===== src/ptas_pkg.sv =====
// ----------------------------------------------------------------------------
// ptas_pkg
// Shared types, constants and the arctangent table of the turning angle sum.
// ----------------------------------------------------------------------------
package ptas_pkg;

    localparam int COORD_BITS_DEF   = 32;
    localparam int CORDIC_STEPS_DEF = 20;
    localparam int QUEUE_DEPTH      = 2;

    // result widths
    localparam int ANGLE_W = 16;
    localparam int TOTAL_W = 32;

    // segment vectors are brought below 2^PRE_BITS before the products
    localparam int PRE_BITS = 30;
    localparam int OPND_W   = PRE_BITS + 1;
    localparam int PROD_W   = 2 * OPND_W;
    localparam int DOT_W    = PROD_W + 1;
    localparam int MAG_W    = PROD_W;

    // cordic datapath, top set bit of the normalized magnitudes
    localparam int NORM_TOP = 60;
    localparam int ROT_W    = 64;
    localparam int Z_W      = 25;
    localparam int STEP_W   = 5;

    localparam logic [STEP_W-1:0] SHRINK_LAST = STEP_W'(4);
    localparam logic [STEP_W-1:0] MUL_LAST    = STEP_W'(5);
    localparam logic [STEP_W-1:0] NORM_LAST   = STEP_W'(5);

    localparam logic signed [Z_W-1:0] DEG90_FINE = Z_W'(5898240);
    localparam logic [ANGLE_W-1:0]    TURN_MAX   = ANGLE_W'(46080);

    typedef struct packed {
        logic rotate;
        logic last;
    } job_ctrl_t;

    typedef enum logic [2:0] {
        ST_IDLE,
        ST_SHRINK,
        ST_MUL,
        ST_NORM,
        ST_ROT,
        ST_ROUND,
        ST_DONE
    } back_state_t;

    // atan(2^-i) in 1/65536 degree, rounded to nearest
    function automatic logic signed [Z_W-1:0] atan_fine(input logic [STEP_W-1:0] idx);
        logic signed [Z_W-1:0] v;
        unique case (idx)
            5'd0:    v = Z_W'(2949120);
            5'd1:    v = Z_W'(1740967);
            5'd2:    v = Z_W'(919879);
            5'd3:    v = Z_W'(466945);
            5'd4:    v = Z_W'(234379);
            5'd5:    v = Z_W'(117304);
            5'd6:    v = Z_W'(58666);
            5'd7:    v = Z_W'(29335);
            5'd8:    v = Z_W'(14668);
            5'd9:    v = Z_W'(7334);
            5'd10:   v = Z_W'(3667);
            5'd11:   v = Z_W'(1833);
            5'd12:   v = Z_W'(917);
            5'd13:   v = Z_W'(458);
            5'd14:   v = Z_W'(229);
            5'd15:   v = Z_W'(115);
            5'd16:   v = Z_W'(57);
            5'd17:   v = Z_W'(29);
            5'd18:   v = Z_W'(14);
            5'd19:   v = Z_W'(7);
            5'd20:   v = Z_W'(4);
            5'd21:   v = Z_W'(2);
            5'd22:   v = Z_W'(1);
            default: v = '0;
        endcase
        return v;
    endfunction

endpackage


===== src/ptas_front.sv =====
// ----------------------------------------------------------------------------
// ptas_front
// Takes point beats, keeps the two previous points and queues segment jobs.
// ----------------------------------------------------------------------------
module ptas_front #(
    parameter int COORD_BITS = ptas_pkg::COORD_BITS_DEF
) (
    input  logic                         aclk,
    input  logic                         aresetn,
    input  logic                         s_valid,
    output logic                         s_ready,
    input  logic signed [COORD_BITS-1:0] s_point_x,
    input  logic signed [COORD_BITS-1:0] s_point_y,
    input  logic                         s_end_of_path,
    output logic                         q_push,
    input  logic                         q_ready,
    output ptas_pkg::job_ctrl_t          q_ctrl,
    output logic signed [COORD_BITS:0]   q_ax,
    output logic signed [COORD_BITS:0]   q_ay,
    output logic signed [COORD_BITS:0]   q_bx,
    output logic signed [COORD_BITS:0]   q_by
);

    localparam int DIFF_W = COORD_BITS + 1;
    localparam logic [1:0] HELD_FULL = 2'd2;

    logic signed [COORD_BITS-1:0] older_x_reg;
    logic signed [COORD_BITS-1:0] older_y_reg;
    logic signed [COORD_BITS-1:0] newer_x_reg;
    logic signed [COORD_BITS-1:0] newer_y_reg;
    logic [1:0]                   points_held_reg;
    logic                         accept;
    logic                         window_full;

    assign s_ready     = q_ready;
    assign accept      = s_valid && q_ready;
    assign window_full = (points_held_reg == HELD_FULL);

    assign q_ax = DIFF_W'(newer_x_reg) - DIFF_W'(older_x_reg);
    assign q_ay = DIFF_W'(newer_y_reg) - DIFF_W'(older_y_reg);
    assign q_bx = DIFF_W'(s_point_x) - DIFF_W'(newer_x_reg);
    assign q_by = DIFF_W'(s_point_y) - DIFF_W'(newer_y_reg);

    // a zero-length segment skips the angle unit and counts as no turn
    assign q_ctrl.rotate = window_full && ((q_ax != '0) || (q_ay != '0))
                           && ((q_bx != '0) || (q_by != '0));
    assign q_ctrl.last   = s_end_of_path;
    assign q_push        = accept && (window_full || s_end_of_path);

    always_ff @(posedge aclk) begin
        if (accept) begin
            older_x_reg <= newer_x_reg;
            older_y_reg <= newer_y_reg;
            newer_x_reg <= s_point_x;
            newer_y_reg <= s_point_y;
        end
    end

    always_ff @(posedge aclk) begin
        if (!aresetn) begin
            points_held_reg <= '0;
        end else if (accept) begin
            if (s_end_of_path) begin
                points_held_reg <= '0;
            end else if (!window_full) begin
                points_held_reg <= points_held_reg + 2'd1;
            end
        end
    end

`ifndef SYNTHESIS
    a_path_clears: assert property (@(posedge aclk) disable iff (!aresetn)
        (accept && s_end_of_path) |=> (points_held_reg == '0))
        else $error("window not cleared after last point");
    a_held_range: assert property (@(posedge aclk) disable iff (!aresetn)
        (points_held_reg != 2'd3))
        else $error("point count out of range");
`endif

endmodule


===== config.mk =====
export PLATFORM = sky130hd
export DESIGN_NAME = ptas_front
export DESIGN_NICKNAME = d
export VERILOG_FILES = /design/src/ptas_pkg.sv /design/src/ptas_front.sv
export SDC_FILE = /design/constraint.sdc
export NUM_CORES = 1
export LEC_CHECK = 0
export ABC_AREA = 1
export ABC_CLOCK_PERIOD_IN_PS = 11300
export BUFFER_PORTS_ARGS = -buffer_cell sky130_fd_sc_hd__buf_4
export CAP_MARGIN = 20
export CORE_MARGIN = 2
export CORE_UTILIZATION = 25
export DETAILED_ROUTE_END_ITERATION = 10
export PLACE_DENSITY_LB_ADDON = 0.15
export SLEW_MARGIN = 25
export SYNTH_ARGS = -nofsm -noshare
export SYNTH_HDL_FRONTEND = slang
export SYNTH_SLANG_ARGS = --single-unit

===== constraint.sdc =====
create_clock -name aclk -period 11.3 [get_ports aclk]
set_clock_uncertainty 0.15 [all_clocks]
set_input_delay 0.565 -clock aclk [delete_from_list [all_inputs] [get_ports aclk]]
set_output_delay 0.565 -clock aclk [all_outputs]
set_load 0.005 [all_outputs]

==> results.md <==
* Status: completed
* Syn nets at ~2700
* Number of CTS-inserted buffers at 17
* DIE AREA at 61300 sq um
* Routed wire length at 56.7 mm
* First-pass GRT wire length at 85.2 mm
* Number of synthesized flops with an enable pin at 128
* Pin count of the biggest net entering global routing at 67
* Most frequent CP cell: nand2_1
* Final Max Tran Viols at 0
* Flop pwr share at 28.4%
* Final worst-path cycle share at 39.8%
* # IOs at 205
* Max-capacitance violation count at 0
* Syn Std Cell Area at 14800 sq um
* Worst slew pin tran at 0.890 ns
* FF-to-FF path depth at 5
* Vias in the first global route at 15300
* Area leader, netlist: edfxtp_1
* DR vias/cell at 4.40
* Int Pwr at 0.00126 W
* Synth area leaders: edfxtp_1, nand2_1, inv_1
* Fin cells at 3497
* DRT iter0 DRCs at 854
* Core area at 58800 sq um
* Worst setup EP type: output pin
* CTS Buffer Depth at 2
* Post-Syn Instances at 2490
* Most frequent cell after synthesis: nand2_1
* Starting Density at roughly 25%
* RePlAce Congestion at 0.922
* Clock tree sinks at 130
* Layout cells sized above 1 at 10.2%
* Levels on crit path at 19
* Sequential area share after synthesis at 26.2%
* Post-route cell area at 18000 sq um
* Worst-path fanout max at 4
* Cell family with most CP delay: simple AND/OR/NAND/NOR gates
* Nets at 2913
* Cell variety after synth at 33
* Antenna violations before repair at 1
* Share of the synthesized area in the top cell type at 25.9%
* Total track usage at 18.6%
* CTS resizes at 0
* Remaining Overflow, GRT at 0
* Setup Crit Path Kind: reg -> out
* Pleak at 10.2 nW
* Final ANT Viol Nets at 0
* Routed length per instance at 16.2 um
* Hold_buf cts at 0
* Worst min path class: in -> reg
* Worst EP required at ~11 ns
* Synth cell count leaders: nand2_1, inv_1, nor2_1
* Rows at between 80 and 90
* Total power at 0.00203 W
* Worst EP arrival at 3.78 ns
* Placed cell count at 3465
* First-pass DRT Iterations at 8
* Switching Power at 0.000774 W
* Yosys warns at 0
* Final hold slack at 0.147 ns
* Hold depth at 1
* Post-synthesis async set-or-reset flop share at 0%
* Peak VDD IR at ~0.00012 V
* Min Tclk post-route at 4.50 ns
* Synth Register Bits at 130
* Vias after detailed routing at 15400
* Placed cell area at 17300 sq um
* PortBufs at 204
* Rel. slew slack at ~41%
* Combinational Power Share at a little over two fifths
* Primary FF master, synth: edfxtp_1
* RSZ-0062 raised after global routing: false
* Root Buffer Master: clkbuf_16
* Diodes inserted at 0
* Syn_area_per_cell at just under 6 sq um
* Max Freq at 222 MHz
* Fin. Hold Viols at 0
* DR DRC count at 0
* Clk_lat worst skew at between 0.4 and 0.5 ns
* Startpoint types: register
* Clock-pin slew on the worst setup and hold paths at 0.06 ns
* Postcts setup bufs at 0
* WP buf/inv at 2
* Clock power share at 30.0%
* Switch share at between 30% and 40%
* CTS tree: done
* Die Ht at roughly 250 um
* CP max stage cell: edfxtp_1
* Synth-to-layout area growth at 21.0%
* Pwr Density at about 110 nW/um^2
* Setup violators final at 0
* Final TNS setup at 0 ns
* Post-DP HPWL at between 50 and 60 mm
* # H-tree levels at 4
* Slowest stage delay, CP at 0.43 ns
* Crit-path cells: ha_1 > fa_1 > inv_1 > nand2_1 > nand2_1 > nand3_1 > nand2_2 > nand2_1 > nand2_1 > nand2_1 > nand2_1 > nand2_1 > nand2_1 > nand2_1 > nor3_1 > nand3_1 > nor2_1 > nor2_1 > buf_4
* Die W at 248 um
-- cells by family (layout without fill, tap and decap cells) --
| logic type | after synthesis | count (layout) | synth area share (%) |
|---|---|---|---|
| DFF | 130 | 130 | 26.2 |
| buffers and inverters | 624 | 858 | 15.9 |
| adders and majority gates | 133 | 133 | 11.4 |
| and+or+nand+nor | 1434 | 1434 | 40.0 |
| xor gates and xnor gates | 10 | 10 | 0.590 |
| AOI/OAI and AO/OA | 159 | 159 | 5.88 |
-- power groups by stage --
stage / registers (W) / clock network [W] / logic [W]
floorplan: 0.000581 / 0 / 0.000484
global route: 0.000580 / 0.000640 / 0.000955
finish: 0.000577 / 0.000609 / 0.000846
detailed placement: 0.000587 / 0 / 0.000854
CTS: 0.000577 / 0.000626 / 0.000858
global placement: 0.000586 / 0 / 0.000856
-- layout by cell type, fill, tap and decap left out, types with 4 or more instances in the layout --
master,count
nand2_1,938
inv_1,616
nor2_1,225
buf_4,205
nand3_1,129
ha_1,129
edfxtp_1,128
a21oi_1,97
nand3b_1,49
o21ai_0,32
nor3_1,27
nand4_1,22
clkbuf_16,17
nand2_2,16
nor2_2,13
o21bai_1,11
nor4_1,6
xnor2_1,6
a21o_1,5
bufinv_16,5
inv_2,4
a21oi_2,4
xor2_1,4
fa_1,4
-- worst reg2reg max path, cell delays in order, from the launching register on --
cell      delay [ns]
dfxtp_1         0.33
inv_1           0.06
ha_1            0.26
nor3_1          0.27
nand2_1         0.07
a21boi_0        0.16
-- per-stage QoR --
step	setup WS [ns]	util, %
floorplan	7.12	-
global placement	6.91	29.5
detailed placement	6.93	29.5
CTS	6.68	30.5
global route	6.41	30.5
finish	6.80	30.5
-- cell type report --
class,count,area (sq um)
clock buffer,17,425
clock inverter,15,214
timing repair buffer,205,1540
fill,6747,40800
inverter,621,2330
multi-input combinational,1736,8600
tap,773,967
sequential,130,3880
-- per-layer routing --
layer / vias to the layer above / share of wire (%) / global-route usage, %
li1: 8061 / - / -
met1: 6982 / 44 / 21.9
met2: 266 / 51 / 34.6
met3: 62 / 2.8 / 2.16
met4: 2 / 2.5 / 6.31
met5: - / 0.023 / 0
-- path summary, 6_finish.rpt --
| check | start | end | slack (ns) |
|---|---|---|---|
| setup / recovery | newer_y_reg[0] | q_ctrl[1] | 6.80 |
| hold / removal | s_point_y[0] | newer_y_reg[0] | 0.15 |
| setup reg to reg | points_held_reg[0] | points_held_reg[1] | 9.92 |
| hold reg to reg | newer_y_reg[23] | older_y_reg[23] | 0.34 |
(Power assumes the default switching activity.)
