--- src/ptas_pkg.sv ---
// ----------------------------------------------------------------------------
// ptas_pkg
// Shared types, constants and the arctangent table of the turning angle sum.
// ----------------------------------------------------------------------------
package ptas_pkg;

    localparam int COORD_BITS_DEF   = 32;
    localparam int CORDIC_STEPS_DEF = 20;
    localparam int QUEUE_DEPTH      = 2;

    // result widths
    localparam int ANGLE_W = 16;
    localparam int TOTAL_W = 32;

    // segment vectors are brought below 2^PRE_BITS before the products
    localparam int PRE_BITS = 30;
    localparam int OPND_W   = PRE_BITS + 1;
    localparam int PROD_W   = 2 * OPND_W;
    localparam int DOT_W    = PROD_W + 1;
    localparam int MAG_W    = PROD_W;

    // cordic datapath, top set bit of the normalized magnitudes
    localparam int NORM_TOP = 60;
    localparam int ROT_W    = 64;
    localparam int Z_W      = 25;
    localparam int STEP_W   = 5;

    localparam logic [STEP_W-1:0] SHRINK_LAST = STEP_W'(4);
    localparam logic [STEP_W-1:0] MUL_LAST    = STEP_W'(5);
    localparam logic [STEP_W-1:0] NORM_LAST   = STEP_W'(5);

    localparam logic signed [Z_W-1:0] DEG90_FINE = Z_W'(5898240);
    localparam logic [ANGLE_W-1:0]    TURN_MAX   = ANGLE_W'(46080);

    typedef struct packed {
        logic rotate;
        logic last;
    } job_ctrl_t;

    typedef enum logic [2:0] {
        ST_IDLE,
        ST_SHRINK,
        ST_MUL,
        ST_NORM,
        ST_ROT,
        ST_ROUND,
        ST_DONE
    } back_state_t;

    // atan(2^-i) in 1/65536 degree, rounded to nearest
    function automatic logic signed [Z_W-1:0] atan_fine(input logic [STEP_W-1:0] idx);
        logic signed [Z_W-1:0] v;
        unique case (idx)
            5'd0:    v = Z_W'(2949120);
            5'd1:    v = Z_W'(1740967);
            5'd2:    v = Z_W'(919879);
            5'd3:    v = Z_W'(466945);
            5'd4:    v = Z_W'(234379);
            5'd5:    v = Z_W'(117304);
            5'd6:    v = Z_W'(58666);
            5'd7:    v = Z_W'(29335);
            5'd8:    v = Z_W'(14668);
            5'd9:    v = Z_W'(7334);
            5'd10:   v = Z_W'(3667);
            5'd11:   v = Z_W'(1833);
            5'd12:   v = Z_W'(917);
            5'd13:   v = Z_W'(458);
            5'd14:   v = Z_W'(229);
            5'd15:   v = Z_W'(115);
            5'd16:   v = Z_W'(57);
            5'd17:   v = Z_W'(29);
            5'd18:   v = Z_W'(14);
            5'd19:   v = Z_W'(7);
            5'd20:   v = Z_W'(4);
            5'd21:   v = Z_W'(2);
            5'd22:   v = Z_W'(1);
            default: v = '0;
        endcase
        return v;
    endfunction

endpackage

--- src/ptas_queue.sv ---
// ----------------------------------------------------------------------------
// ptas_queue
// Small register queue that decouples the point front end from the back end.
// ----------------------------------------------------------------------------
module ptas_queue #(
    parameter int WIDTH = 8,
    parameter int DEPTH = ptas_pkg::QUEUE_DEPTH
) (
    input  logic             aclk,
    input  logic             aresetn,
    input  logic             push,
    input  logic [WIDTH-1:0] wr_data,
    output logic             ready,
    input  logic             pop,
    output logic             valid,
    output logic [WIDTH-1:0] rd_data
);

    // depth is a power of two so the pointers wrap on their own
    localparam int PTR_W = (DEPTH > 1) ? $clog2(DEPTH) : 1;
    localparam int CNT_W = $clog2(DEPTH + 1);

    logic [WIDTH-1:0] mem_reg [DEPTH];
    logic [PTR_W-1:0] wr_ptr_reg;
    logic [PTR_W-1:0] rd_ptr_reg;
    logic [CNT_W-1:0] count_reg;
    logic             do_push;
    logic             do_pop;

    assign ready   = (count_reg != CNT_W'(DEPTH));
    assign valid   = (count_reg != '0);
    assign do_push = push && ready;
    assign do_pop  = pop && valid;
    assign rd_data = mem_reg[rd_ptr_reg];

    always_ff @(posedge aclk) begin
        if (do_push) begin
            mem_reg[wr_ptr_reg] <= wr_data;
        end
    end

    always_ff @(posedge aclk) begin
        if (!aresetn) begin
            wr_ptr_reg <= '0;
            rd_ptr_reg <= '0;
            count_reg  <= '0;
        end else begin
            if (do_push) begin
                wr_ptr_reg <= wr_ptr_reg + PTR_W'(1);
            end
            if (do_pop) begin
                rd_ptr_reg <= rd_ptr_reg + PTR_W'(1);
            end
            unique case ({do_push, do_pop})
                2'b10:   count_reg <= count_reg + CNT_W'(1);
                2'b01:   count_reg <= count_reg - CNT_W'(1);
                default: count_reg <= count_reg;
            endcase
        end
    end

`ifndef SYNTHESIS
    a_count_up: assert property (@(posedge aclk) disable iff (!aresetn)
        (do_push && !do_pop) |=> (count_reg == $past(count_reg) + CNT_W'(1)))
        else $error("queue count did not follow a push");
    a_no_overrun: assert property (@(posedge aclk) disable iff (!aresetn)
        push |-> ready)
        else $error("queue pushed while full");
`endif

endmodule

--- config.mk ---
export PLATFORM = sky130hd
export DESIGN_NAME = ptas_queue
export DESIGN_NICKNAME = d
export VERILOG_FILES = /design/src/ptas_pkg.sv /design/src/ptas_queue.sv
export SDC_FILE = /design/constraint.sdc
export NUM_CORES = 1
export LEC_CHECK = 0
export ABC_AREA = 1
export CORE_ASPECT_RATIO = 1.2
export CORE_UTILIZATION = 50
export DETAILED_ROUTE_END_ITERATION = 8
export DONT_BUFFER_PORTS = 1
export SETUP_SLACK_MARGIN = 0.02
export SYNTH_ARGS = -nofsm -noshare
export SYNTH_HDL_FRONTEND = slang
export SYNTH_SLANG_ARGS = --single-unit
--- constraint.sdc ---
create_clock -name aclk -period 3.32 [get_ports aclk]
set_input_delay 0 -clock aclk [delete_from_list [all_inputs] [get_ports aclk]]
set_output_delay 0 -clock aclk [all_outputs]
set_load 0.01 [all_outputs]
==> results of run 1 <==
-- how the worst min path moves through the flow --
stage,start,cells past startpoint,end,slack [ns]
CTS,push,3,wr_ptr_reg,0.01
global placement,wr_data[6],0,mem_reg[1][6],0.1
global route,push,3,wr_ptr_reg,0.02
detailed placement,wr_data[1],0,mem_reg[1][1],0.1
floorplan,wr_data[0],0,mem_reg[0][0],0.1
finish,push,3,wr_ptr_reg,0.009
-- Yosys cell counts --
library cell	count
nand2_2	3
buf_2	1
mux2_2	8
dfxtp_1	5
nand2_1	5
o21a_2	1
a21oi_1	1
o21ai_0	1
nor2_2	2
nor2_1	8
edfxtp_1	16
inv_2	1
nand4_1	1
nand3_1	1
inv_1	4
nand2_4	2
ha_1	1
-- per-layer routing --
metal | global-route usage (%) | share of wire [%] | up-vias
met1 | 17.1 | 36 | 219
met2 | 30.5 | 55 | 15
met3 | 3.32 | 5.9 | 4
li1 | - | - | 236
met4 | 8.28 | 2.4 | 0
met5 | 0 | 0 | -
-- per-stage QoR --
step / utilization, % / cells / power (mW) / area, µm²
3_3_place_gp: 57.0 / 77 / 0.480 / 856
3_5_place_dp: 57.0 / 77 / 0.491 / 856
5_1_grt: 66.1 / 92 / 0.651 / 992
6_report: 66.1 / 92 / 0.613 / 992
4_1_cts: 66.1 / 92 / 0.616 / 992
2_1_floorplan: - / 61 / 0.468 / 840
-- worst max-delay path, cell delays in order, from the launching register on --
cell and delay, ns:
dfxtp_1 0.40, inv_2 0.09, nand2_4 0.09, nand2_4 0.06
nor2_1 0.49
-- kinds of logic after synthesis --
group / after synthesis / share of synthesized area, %
simple gates: 22 / 13.6
flops: 21 / 69.2
mux: 8 / 10.7
buf+inv: 6 / 2.83
compound gates: 3 / 2.23
fa+ha+maj: 1 / 1.49
-- power by group --
group | total [mW] | internal [mW] | switching, mW
combinational | 0.150 | 0.0630 | 0.0870
clock | 0.115 | 0.0468 | 0.0686
sequential | 0.348 | 0.322 | 0.0254
total | 0.613 | 0.432 | 0.181
-- layout make-up --
type | instances | area [µm²] | share of cell area, %
Multi-Input combinational cell | 34 | 235 | 23.7
Clock buffer | 4 | 26.3 | 2.65
Inverter | 5 | 18.8 | 1.89
Timing Repair Buffer | 11 | 110 | 11.1
Tap cell | 17 | 21.3 | 2.14
Sequential cell | 21 | 581 | 58.5
==> results_dict.tcl, run 1 <==
set metrics [dict create \
    critPathLaunchType "flip-flop" \
    power.leakage_nw 0.367 \
    place_ws_ns 1.82 \
    yosys.area.top_type "edfxtp_1" \
    remaining_drc_errors 0 \
    syn_nets 74 \
    post-dp-hpwl_um 884 \
    rows 15 \
    portBuffers 0 \
    fmax_mhz 668 \
    crit_path_max_fanout 8 \
    critPathCapture "mem_reg[0][4]" \
    vdd_drop_max_v 0.000438 \
    place_congestion 0.659 \
    rsz0062_at_grt "no" \
    dieWidth_um 39.4 \
    insertion_delay_ns 0.29 \
    slew_headroom_pct 57.3 \
    seq_area_frac_synth_pct 69.2 \
    die-area_um2 1850 \
    grt_pass1_vias 473 \
    cts-buffers-inserted 3 \
    yosysUniqueCellTypes 17 \
    drt_iter0_drc 5 \
    worst_ep_arrival_time_ns 1.44 \
    max_slew.worst_pin.slew_ns 0.639 \
    initial_core_util_pct 55.9 \
    avgSynthCellArea_um2 13.8 \
    grt_pass1_wl_mm 1.98 \
    fin_skew_ns 0.00329 \
    overflow 0 \
    yosysWarnings 0 \
    post_drt_via_cell_ratio 5.15 \
    tritoncts "done" \
    layout-drive-gt1-share_pct 26.7 \
    drtAntennaViolNets 0 \
    reg2reg_depth 4 \
    antenna_found_initial 0 \
    setup_slack_ns 1.82 \
    status "finished clean" \
    path_clk_slew_ns 0.10 \
    slew_viol_final 0 \
    synthCells 61 \
    vias 474 \
    fillCellCount 105 \
    critPathCaptureType "flip-flop" \
    r2r_end "mem_reg[0][4]" \
    final_cell_mix "16 x edfxtp_1, 11 x dlygate4sd3_1, 8 x mux2_2, 8 x nor2_1" \
    period_needed_ns 1.50 \
    drv_cap 0 \
    setup_violations 0 \
    grt_use_total_pct 16.5 \
    cts_resized 0 \
    grt_max_degree 12 \
    clockBufferDepth 2 \
    largest_reg_flops 16 \
    critical_path_class "flip-flop to flip-flop" \
    area_delta_synth_final_pct 18.2 \
    worstSetupStartpoint "count_reg[0]" \
    required_ns 3.26 \
    syn_area_um2 840 \
    power.density_nw_per_um2 618 \
    ys_ff_latch 21 \
    cts-hold-fix-buffers 11 \
    synth_top_area_share_pct 57.2 \
    drt-wirelength-per-cell_um 13.4 \
    rrSetupSlack_ns 1.82 \
    cts.sinks 21 \
    wirelength_mm 1.23 \
    synth_area_leaders "edfxtp_1 57%, dfxtp_1 12%, mux2_2 11%" \
    regToRegStartpoint "count_reg[0]" \
    clock-root-buffer "clkbuf_4" \
    antennaDiodeCount 0 \
    layout_commonest_cell "edfxtp_1" \
    die_h_um 46.9 \
    final_hold_viol_count 0 \
    htreeDepth 1 \
    cts_setup_buffers 0 \
    fin_hold_ws_ns 0.00859 \
    core_area_um2 1500 \
    fin_nets 89 \
    io_pins 22 \
    post-route-period-util_pct 45.1 \
    dr.pass1.iters 2 \
    finalSetupTns_ns 0 \
    hold_class "input port to flip-flop" \
]
Note: power is estimated with default switching activity, not from simulation.
==> run 2: changes to the inputs <==
Clock period 3.32 ns to 1.55 ns, I/O delays scaled along.
==> run 2 against run 1 <==
  * Die area did not move
  * First-iteration DRC count rose by 60%
  * Total power rose by 120%
  * Core utilization rose by 2.2 points
  * Design area rose by 3.3%
  * Fmax rose by 6.2%
  * Global-route usage fell by 0.13 points
==> results_dict.tcl, run 2 (synthesis gave the netlist of run 1 again) <==
set metrics [dict create \
    final_hold_viol_count 0 \
    power.density_nw_per_um2 1310 \
    grt_max_degree 12 \
    cpMaxStageDelayCell "dlygate4sd3_1" \
    fin_hold_ws_ns 0.0378 \
    place_congestion 0.649 \
    tritoncts "done" \
    fmax_mhz 710 \
    slew_headroom_pct 76.4 \
    critPathLaunchType "flip-flop" \
    drt_iter0_drc 8 \
    reg2reg_depth 7 \
    drv_cap 0 \
    finalSetupTns_ns 0 \
    post-dp-hpwl_um 975 \
    layout_commonest_cell "edfxtp_1" \
    core_area_um2 1500 \
    initial_core_util_pct 55.9 \
    dr.pass1.iters 5 \
    antennaDiodeCount 0 \
    grt_use_total_pct 16.3 \
    hold_class "input port to flip-flop" \
    setup_violations 0 \
    clock-root-buffer "clkbuf_4" \
    critPathCaptureType "flip-flop" \
    htreeDepth 1 \
    slew_viol_final 0 \
    rrSetupSlack_ns 0.14 \
    power.leakage_nw 0.388 \
    cts.sinks 21 \
    drt-wirelength-per-cell_um 14.1 \
    die_h_um 46.9 \
    vdd_drop_max_v 0.000939 \
    path_cells "inv_2 > nand2_4 > nand2_4 > nand2_2 > nand2_2 > dlygate4sd3_1 > nor2_2" \
    clockBufferDepth 2 \
    grt_pass1_wl_mm 1.90 \
    largest_reg_flops 16 \
    area_delta_synth_final_pct 22.1 \
    regToRegStartpoint "count_reg[0]" \
    layout-drive-gt1-share_pct 32.9 \
    post-route-period-util_pct 90.9 \
    antenna_found_initial 0 \
    vias 497 \
    wirelength_mm 1.35 \
    cts-buffers-inserted 3 \
    status "finished clean" \
    required_ns 1.75 \
    worst_ep_arrival_time_ns 1.61 \
    critical_path_class "flip-flop to flip-flop" \
    rsz0062_at_grt "no" \
    period_needed_ns 1.41 \
    max_slew.worst_pin.slew_ns 0.353 \
    post_drt_via_cell_ratio 5.18 \
    rows 15 \
    r2r_end "wr_ptr_reg" \
    worstSetupStartpoint "count_reg[0]" \
    cts_setup_buffers 0 \
    die-area_um2 1850 \
    fin_nets 93 \
    crit_path_max_fanout 5 \
    overflow 0 \
    io_pins 22 \
    portBuffers 0 \
    dieWidth_um 39.4 \
    fin_skew_ns 0.00168 \
    remaining_drc_errors 0 \
    insertion_delay_ns 0.29 \
    drtAntennaViolNets 0 \
    critPathCapture "wr_ptr_reg" \
    final_cell_mix "16 x edfxtp_1, 11 x dlygate4sd3_1, 8 x mux2_2, 8 x nor2_1, 5 x nand2_1" \
    crit_path_max_incr_delay_ns 0.56 \
    grt_pass1_vias 474 \
    path_clk_slew_ns 0.10 \
]
## run 2: cell count changes in the layout (fill, tap and decap cells not counted), sizes merged
cell	delta
buf	+4
## run 2: worst max-delay path: cells and delay by family, from the launching register on
family	cells	cell delay [ns]
buffers and inverters	2	0.67
flip-flops	1	0.36
AND/OR/NAND/NOR	5	0.29
## run 2: through the flow
| step | cell area, µm² | worst slack, ns | total power, mW | cells | util, % |
|---|---|---|---|---|---|
| 2_1_floorplan | 840 | 0.231 | 1.00 | 61 | - |
| 3_3_place_gp | 886 | 0.286 | 1.05 | 81 | 59.0 |
| 3_5_place_dp | 886 | 0.140 | 1.08 | 81 | 59.0 |
| 4_1_cts | 1020 | 0.0978 | 1.35 | 96 | 68.1 |
| 5_1_grt | 1020 | 0.0237 | 1.42 | 96 | 68.3 |
| 6_report | 1020 | 0.141 | 1.35 | 96 | 68.3 |
## run 2: repair_timing
item | 4_1_cts | 5_1_grt
endpoints found under the setup margin | 0 | 1
hold buffers | 11 | 0
resized for setup | 0 | 2
endpoints found under the hold margin | 21 | 0
## run 2: area by class of cell
type                    count  area, µm²
flip-flops and latches     21        583
fillers                   115        477
multi-input cells          34        235
repair buffers             15        140
clock buffers               4       26.3
well taps                  17       21.3
inverters                   5       18.8
## run 2: power by group
group          leakage (nW)  internal (mW)  switching [mW]
clock                0.0150          0.100           0.147
sequential            0.192          0.694          0.0568
combinational         0.181          0.155           0.194
total                 0.388          0.949           0.398
## run 2: layer usage
| metal | GRT usage, % | share of wire, % | up-vias |
|---|---|---|---|
| met5 | 0 | 0 | - |
| met4 | 11.7 | 1.0 | 0 |
| met3 | 2.84 | 4.6 | 2 |
| met2 | 31.5 | 56 | 13 |
| met1 | 14.4 | 38 | 236 |
| li1 | - | - | 246 |
## run 2: worst min path at each step
stage | startpoint | to | depth (start not counted)
final | push | count_reg[0] | 3
after global routing | push | count_reg[0] | 3
after CTS | push | count_reg[0] | 3
after detailed placement | wr_data[6] | mem_reg[0][6] | 0
after global placement | wr_data[6] | mem_reg[1][6] | 0
after floorplan | wr_data[0] | mem_reg[0][0] | 0
